## src/sv/biq_pkg.sv

```systemverilog
// Shared types and constants for the biquad IIR filter with nodata marks.
// Used by the configuration registers, the MAC datapath and the top level.
package biq_pkg;

  localparam int COEF_W             = 24;
  localparam int CFG_IDX_W          = 3;
  localparam int DEF_SAMPLE_WIDTH   = 24;
  localparam int DEF_COEF_FRAC_BITS = 22;

  // Register indexes of the configuration port
  typedef enum logic [CFG_IDX_W-1:0] {
    REG_FILTER_ENABLE = 3'd0,
    REG_COEF_A0       = 3'd1,
    REG_COEF_A1       = 3'd2,
    REG_COEF_A2       = 3'd3,
    REG_COEF_B1       = 3'd4,
    REG_COEF_B2       = 3'd5
  } biq_reg_t;

  typedef struct packed {
    logic                     filter_enable;
    logic signed [COEF_W-1:0] a0;
    logic signed [COEF_W-1:0] a1;
    logic signed [COEF_W-1:0] a2;
    logic signed [COEF_W-1:0] b1;
    logic signed [COEF_W-1:0] b2;
  } biq_cfg_t;

  // Flags that go with one result
  typedef struct packed {
    logic saturated;
    logic was_filtered;
    logic valid;
  } biq_flags_t;

endpackage

```

## src/sv/biq_cfg.sv

```systemverilog
// Configuration register bank of the biquad filter.
// Depends on biq_pkg for the register indexes and the coefficient struct.
module biq_cfg (
  input  logic                           clk,
  input  logic                           rst_n,
  input  logic                           wr_en,
  input  logic [biq_pkg::CFG_IDX_W-1:0]  wr_index,
  input  logic [biq_pkg::COEF_W-1:0]     wr_data,
  output biq_pkg::biq_cfg_t              cfg
);
  import biq_pkg::*;

  biq_cfg_t cfg_r, cfg_nxt;

  always_comb begin
    cfg_nxt = cfg_r;
    if (wr_en) begin
      unique case (wr_index)
        REG_FILTER_ENABLE: cfg_nxt.filter_enable = wr_data[0];
        REG_COEF_A0:       cfg_nxt.a0 = $signed(wr_data);
        REG_COEF_A1:       cfg_nxt.a1 = $signed(wr_data);
        REG_COEF_A2:       cfg_nxt.a2 = $signed(wr_data);
        REG_COEF_B1:       cfg_nxt.b1 = $signed(wr_data);
        REG_COEF_B2:       cfg_nxt.b2 = $signed(wr_data);
        default:           cfg_nxt = cfg_r;  // drop writes past the list
      endcase
    end
  end

  always_ff @(posedge clk) begin
    if (!rst_n) begin
      cfg_r <= '0;
    end else begin
      cfg_r <= cfg_nxt;
    end
  end

  assign cfg = cfg_r;

endmodule

```

## config.mk

```make
export PLATFORM = sky130hd
export DESIGN_NAME = biq_cfg
export DESIGN_NICKNAME = d
export VERILOG_FILES = /design/src/sv/biq_pkg.sv /design/src/sv/biq_cfg.sv
export SDC_FILE = /design/constraint.sdc
export NUM_CORES = 1
export LEC_CHECK = 0
export BUFFER_PORTS_ARGS = -buffer_cell sky130_fd_sc_hd__buf_2
export CAP_MARGIN = 20
export CELL_PAD_IN_SITES_DETAIL_PLACEMENT = 0
export CELL_PAD_IN_SITES_GLOBAL_PLACEMENT = 1
export CORE_MARGIN = 2
export CORE_UTILIZATION = 39
export CTS_BUF_LIST = sky130_fd_sc_hd__clkbuf_4
export CTS_CLUSTER_SIZE = 30
export DETAILED_ROUTE_END_ITERATION = 10
export HOLD_SLACK_MARGIN = 0.05
export PLACE_DENSITY = 0.9
export SETUP_SLACK_MARGIN = 0.1
export SYNTH_ARGS = -nofsm -noshare
export SYNTH_HDL_FRONTEND = slang
export SYNTH_SLANG_ARGS = --single-unit
```

## constraint.sdc

```tcl
create_clock -name clk -period 1.31 [get_ports clk]
set_clock_uncertainty 0.2 [all_clocks]
set_input_delay 0.262 -clock clk [delete_from_list [all_inputs] [get_ports clk]]
set_output_delay 0.262 -clock clk [all_outputs]
set_load 0.02 [all_outputs]
```

; ---- Yosys cells after proc, flatten, opt, wreduce, memory -nomap -nowiden
; Index checks and enable logic that the tools add are counted.
[op_classes]
n_eq_ne = 5
reduce_logical = 7
[ops]
columns = operator, n
row1 = $reduce_and 2->1, 6
row2 = $eq 3x2->1 const B, 2
row3 = $eq 3x3->1 const B, 2
row4 = $eq 3x1->1 const B, 1
row5 = $logic_not 3->1, 1
[totals]
register_bits = 121
output_inout_bits = 121

; ---- Longest topological paths before layout
; Gate-level depths: netlist of the first run.
[logic_depth]
word_depth = 2
ltp_mapped = 5

; ---- Least setup slack after synthesis of the first run
; No wires, ideal clock.
[synth_timing]
kind = input to register
start = input wr_index[2] (netlist bit)
end = register cfg_r (netlist bit cfg[96])
arrival_time_ps = 953
required_ps = 1038
path_slack_ps = 86
path_stages = 4
cell_sequence = and4bb_1 buf_6 buf_12 mux2i_1
[synth_via]
elab_chain_len = 2
[synth_rtl]
columns = element, line
row1 = from (decl), biq_cfg.sv:7  ; input logic [biq_pkg::CFG_IDX_W-1:0] wr_index,
row2 = $eq 3x1->1, biq_cfg.sv:18  ; unique case (wr_index)
row3 = $reduce_and 2->1 (no line), n/a
row4 = to (signal assigned), biq_cfg.sv:34  ; cfg_r <= cfg_nxt;
row5 = to (decl), biq_cfg.sv:13  ; biq_cfg_t cfg_r, cfg_nxt;
; Every way passes these cells.
; A chain may end at the register's enable or synchronous reset.

; ---- Worst setup path in the final report of the first run
[layout_timing]
start = register cfg_r (netlist bit cfg[30])
end = output cfg[30] (netlist bit)
[layout_lines]
columns = element, line
row1 = to (decl), biq_cfg.sv:9  ; output biq_pkg::biq_cfg_t cfg
; No word-level cell between the ends.

==> flow_summary.yaml, run 1 <==
die:
  start_util: 0.398
  ios: 151
  die-area_um2: 12400
  die_h_um: 111
  core-area_um2: 11300
  rows: 39
  die_w_um: 111
critical_path:
  path_buf_inv: 1
  rrSetupSlack_ps: 260
  start_kind: "register"
  cp-end-kind: "output pin"
  cp_max_fo: 2
  arrival_ps: 1020
  max_stage_delay_ps: 380
  path_class: "reg -> out"
  reg2reg_depth: 4
  critPathTopFamily: "flip-flops"
  worstPathCellList: "buf_6"
  cp_slowest_cell: "dfxtp_2"
  path_depth: 1
  cp.required_ps: 850
clocking:
  clkSinkCount: 121
  clkTransAtPathRegs_ps: 120
  clk_latency_ps: 500
  cts_hold_buf: 24
  cts_max_path_buffers: 2
  numCtsBuffers: 17
  htreeDepth: 4
  cts_root_buf: "clkbuf_4"
  cts_tree: "yes"
status:
  violations: "negative hold slack, negative setup slack"
  status: "finished, violations left"
final_layout:
  fillers: 842
  antenna_cells: 0
  final_cell_mix: "145 x nand2_1, 121 x mux2i_1, 121 x dfxtp_2, 121 x buf_6, 54 x buf_4"
  area_growth_pct: 61.0
  largest_reg_flops: 121
  num-nets-final: 680
  final_common_cell: "nand2_1"
  final_util: 0.640
  final_layout_size_suffix_gt1_frac: 0.555
global_route:
  grt_pass1_wl_um: 21100
  grt_max_degree: 43
  overflow: 0
  track_usage: 0.214
  grt_pass1_vias: 4163
  antenna_found_initial: 0
synth:
  synthesis.area_um2: 4500
  synth-seq-cells: 121
  synth.avg_cell_area_um2: 10.6
  synth_nets: 454
  yosysUniqueCellTypes: 12
  yosysSeqAreaShare: 0.538
  yosysWarnings: 0
  syn-instance-count: 424
sta:
  post-route-min-period_ps: 1490
  report.final.setup_viol: 121
  rsz0062_at_grt: "yes"
  timing.final.ws_setup_ps: -175
  slew_viol_final: 0
  timing.slew.headroom: 0.755
  tightest_slew_ps: 363
  fmax_ghz: 0.673
  holdWs_ps: -94.0
  final_hold_viol_count: 1
  fin_crit_sh: 1.13
drt:
  drc: 0
  drt_iter0_drc: 119
  vias: 3863
  routedWlPerCell_um: 16.6
  drt-total-wl_um: 13400
  ant_nets: 0
  drt_first_pass_iters: 4
  post_drt_via_cell_ratio: 4.79
placement:
  hpwl_um: 7930
  pre_cts_slack_ps: -156
  gp_congestion: 0.776
  port_buffers: 150
min_path:
  hp-class: "in -> reg"
  hold_depth: 3
pwr:
  powerDensity_nw_per_um2: 1030
  p_total_w: 0.00750
  ir_drop_mv: 0.587
  leakage_nw: 3.49
flow_run:
  drv_cap: 0
## metrics by stage
stage	instances	setup TNS (ps)	hold slack, ps	cell area [um2]
6_report	806	-15920	-94.0	7250
5_1_grt	806	-24010	-98.0	7250
4_1_cts	783	-22210	-149	7070
3_5_place_dp	707	-11430	244	5470
3_3_place_gp	707	-7970	241	5470
2_1_floorplan	424	0	254	4500
## kinds of logic after synthesis
logic type,count (synthesis),share of synthesized area
buffers and inverters,31,0.0581
DFF,121,0.538
muxes,121,0.269
and+or+nand+nor,151,0.135
## worst register-to-register path: cells and delay by family, from the launching register on
kind                   cells  cell delay [ps]
DFF                        1              350
buffers and inverters      2              250
muxes                      1               80
and+or+nand+nor            1               60
## synth_stat cells
cell,n,area share
nand2_1,145,0.12
dfxtp_1,121,0.54
mux2i_1,121,0.27
clkbuf_1,10,0.0083
buf_6,9,0.023
buf_2,7,0.0078
buf_12,4,0.018
and4bb_1,2,0.0056
nand4b_1,2,0.0039
buf_4,1,0.0017
nand4bb_1,1,0.0025
nor4b_1,1,0.0019
## path summary, 6_finish.rpt
path,startpoint,endpoint
worst max-delay path,cfg[30]$_SDFFE_PN0P_,cfg[30]
worst min register to register,cfg[71]$_SDFFE_PN0P_,cfg[71]$_SDFFE_PN0P_
worst max register to register,cfg[105]$_SDFFE_PN0P_,cfg[105]$_SDFFE_PN0P_
worst min-delay path,wr_index[0],cfg[120]$_SDFFE_PN0P_
## where the power goes
| group | leakage [nW] | switching (W) | total (W) | internal [W] |
|---|---|---|---|---|
| clock network | 0.154 | 0.00153 | 0.00285 | 0.00133 |
| logic | 2.30 | 0.000404 | 0.000809 | 0.000405 |
| registers | 1.04 | 0.0000633 | 0.00384 | 0.00377 |
## final cells by class
cell class / instances / area (um2) / area share
clock buffers: 17 / 128 / 0.0176
clock inverters: 15 / 174 / 0.0240
multi-input cells: 272 / 1820 / 0.252
flip-flops and latches: 121 / 2570 / 0.355
well taps: 143 / 179 / 0.0247
repair buffers: 238 / 2370 / 0.327
## routing by layer
metal,global-route usage,part of all wire,wire [um]
met1,0.235,0.40,5310
met2,0.386,0.52,6980
met3,0.0713,0.070,942
met4,0.0757,0.012,155
met5,0,0,0
## timing repair
item,in CTS,in global routing
resized for setup,363,0
cloned,0,0
setup buffers,20,23
endpoints found under the hold margin,121,60
endpoints found under the setup margin,121,121
(Power assumes the default switching activity.)
==> run 2, diff against run 1 <==
--- a/config.mk
+++ b/config.mk
@@ -5,12 +5,13 @@
 export SDC_FILE = /design/constraint.sdc
 export NUM_CORES = 1
 export LEC_CHECK = 0
+export ABC_AREA = 1
 export BUFFER_PORTS_ARGS = -buffer_cell sky130_fd_sc_hd__buf_2
 export CAP_MARGIN = 20
 export CELL_PAD_IN_SITES_DETAIL_PLACEMENT = 0
 export CELL_PAD_IN_SITES_GLOBAL_PLACEMENT = 1
 export CORE_MARGIN = 2
-export CORE_UTILIZATION = 39
+export CORE_UTILIZATION = 36
 export CTS_BUF_LIST = sky130_fd_sc_hd__clkbuf_4
 export CTS_CLUSTER_SIZE = 30
 export DETAILED_ROUTE_END_ITERATION = 10
==> run 2 against run 1 <==
The flow finishes with violations (negative setup slack). Area after synthesis grew 6.5%. Clock-buffer cell count rose by 2. Combinational power grew 58%. Hold slack better by 190 ps. Non-clock buffer count fell by 34. Critical path depth stayed put. Wire length rose by 16%. Global-route usage rose by 0.64 points.
==> flow_summary.yaml, run 2 <==
status:
  status: "finished, violations left"
  violations: "negative setup slack"
global_route:
  track_usage: 0.220
  grt_pass1_wl_um: 24300
  grt_pass1_vias: 4669
  antenna_found_initial: 1
  grt_max_degree: 45
  overflow: 0
die:
  core-area_um2: 13100
  start_util: 0.365
  ios: 151
  die-area_um2: 14300
  rows: 42
  die_h_um: 119
  die_w_um: 119
pwr:
  pwr-share-seq: 0.526
  p_clk_frac: 0.304
  leakage_nw: 3.35
  p_switching_w: 0.00216
  internal_power_w: 0.00532
  ir_drop_mv: 0.488
  powerDensity_nw_per_um2: 1020
  switching_share: 0.288
  comb_power_share: 0.171
synth:
  syn-instance-count: 697
  synthTopCellsByCount: "246 x nor2_1, 127 x nand2_1, 121 x dfxtp_1, 121 x nand3_1, 32 x buf_2"
  synthFlopType: "dfxtp_1"
  synth.avg_cell_area_um2: 6.88
  yosysSeqAreaShare: 0.505
  synth_top_cell_area_share: 0.505
  synth_edf_count: 0
  synthesis.area_um2: 4790
  yosysUniqueCellTypes: 12
  yosysWarnings: 0
  synth_nets: 727
  ys_async_sr_fraction: 0
  netlist_top_cells_area: "dfxtp_1 51%, nor2_1 19%, nand3_1 13%"
  yosys.area.top_type: "dfxtp_1"
  synth-seq-cells: 121
  synth_most_common_cell: "nor2_1"
placement:
  gp_congestion: 0.800
  hpwl_um: 10100
  placed_area_um2: 5920
  port_buffers: 150
sta:
  timing.slew.headroom: 0.801
  rsz0062_at_grt: "yes"
  final_hold_viol_count: 0
  finalSetupTns_ps: -18460
  post-route-min-period_ps: 1490
  slew_viol_final: 0
  tightest_slew_ps: 298
  fmax_ghz: 0.672
  report.final.setup_viol: 121
  timing.final.ws_setup_ps: -178
  fin_crit_sh: 1.14
critical_path:
  cp_max_fo: 2
  worstReg2RegStart: "cfg[2]$_SDFFE_PN0P_"
  worstPathCellList: "buf_6"
  path_buf_inv: 1
  arrival_ps: 1030
  path_class: "reg -> out"
  max_stage_delay_ps: 370
  cp_slowest_cell: "dfxtp_2"
  cp.required_ps: 850
  cp-startpoint: "cfg[95]$_SDFFE_PN0P_"
  cp-end-kind: "output pin"
  start_kind: "register"
  critPathTopFamily: "flip-flops"
drt:
  post_drt_via_cell_ratio: 4.70
  vias: 4992
  drt-total-wl_um: 15500
  drc: 0
  routedWlPerCell_um: 14.6
  drt_first_pass_iters: 4
  ant_nets: 0
  drt_iter0_drc: 382
clocking:
  clk_latency_ps: 530
  cts_root_buf: "clkbuf_4"
  htreeDepth: 4
  numCtsBuffers: 17
  cts_max_path_buffers: 2
  cts_tree: "yes"
  clkTransAtPathRegs_ps: 100
  clkSinkCount: 121
final_layout:
  final_area_um2: 7350
  final_common_cell: "nor2_1"
  area_growth_pct: 53.3
  num-nets-final: 903
  final_cell_mix: "242 x nor2_1, 127 x nand2_1, 122 x buf_6"
  final_layout_size_suffix_gt1_frac: 0.380
  final_util: 0.560
  largest_reg_flops: 121
min_path:
  hp-class: "in -> reg"
  min_from: "wr_index[2]"
flow_run:
  drv_cap: 0
## run 2: cell types whose count changed after synthesis, sizes merged, moves of 17 or more
| cell | before | now |
|---|---|---|
| buf | 21 | 38 |
| inv | 0 | 30 |
| mux2i | 121 | 0 |
| nand2 | 145 | 127 |
| nand3 | 0 | 121 |
| nor2 | 0 | 250 |
## run 2: timing repair
item | in CTS | in global routing
resized for setup | 363 | 1
setup buffers | 1 | 4
endpoints found under the setup margin | 121 | 131
hold buffers | 25 | 0
endpoints found under the hold margin | 121 | 0
## run 2: worst paths after layout
check                           depth (start not counted)                    to  slack [ps]
worst max-delay path                                    1               cfg[95]        -180
worst max register to register                          3   cfg[2]$_SDFFE_PN0P_         400
worst min register to register                          2  cfg[14]$_SDFFE_PN0P_         290
worst min-delay path                                    6  cfg[70]$_SDFFE_PN0P_         100
## run 2: power by group through the flow
| stage | clock (W) | sequential [W] | combinational, W |
|---|---|---|---|
| after floorplan | 0 | 0.00411 | 0.000491 |
| after global placement | 0 | 0.00396 | 0.00105 |
| after detailed placement | 0 | 0.00396 | 0.00106 |
| after CTS | 0.00233 | 0.00393 | 0.00126 |
| after global routing | 0.00252 | 0.00395 | 0.00138 |
| final | 0.00227 | 0.00393 | 0.00128 |
## run 2: cells by family after synthesis
| logic type | Yosys count | share of synthesized area |
|---|---|---|
| compound gates | 1 | 0.00104 |
| flops | 121 | 0.505 |
| simple gates | 498 | 0.424 |
| buf+inv | 77 | 0.0702 |
## run 2: routing by layer
metal  vias up  routed length [um]  global-route usage
met2       172                7160               0.344
met4         0                 511               0.111
li1       2522                   -                   -
met5         -                   0                   0
met1      2259                6710               0.283
met3        39                1090              0.0565
## run 2: layout make-up
cell class | instances | area [um2]
fill | 1249 | 5790
timing repair buffer | 204 | 2160
clock inverter | 13 | 86.3
multi-input combinational | 499 | 2060
sequential | 121 | 2570
inverter | 30 | 113
tap | 176 | 220
clock buffer | 19 | 143
antenna | 1 | 2.50
## run 2: per-stage QoR
step / setup slack [ps] / hold slack (ps) / power (W) / instances
after floorplan: 95.4 / 308 / 0.00460 / 697
after global placement: -74.1 / 257 / 0.00501 / 1000
after detailed placement: -114 / 266 / 0.00502 / 1000
after CTS: -230 / 46.7 / 0.00752 / 1058
after global routing: -255 / 96.1 / 0.00785 / 1063
final: -178 / 99.4 / 0.00748 / 1063
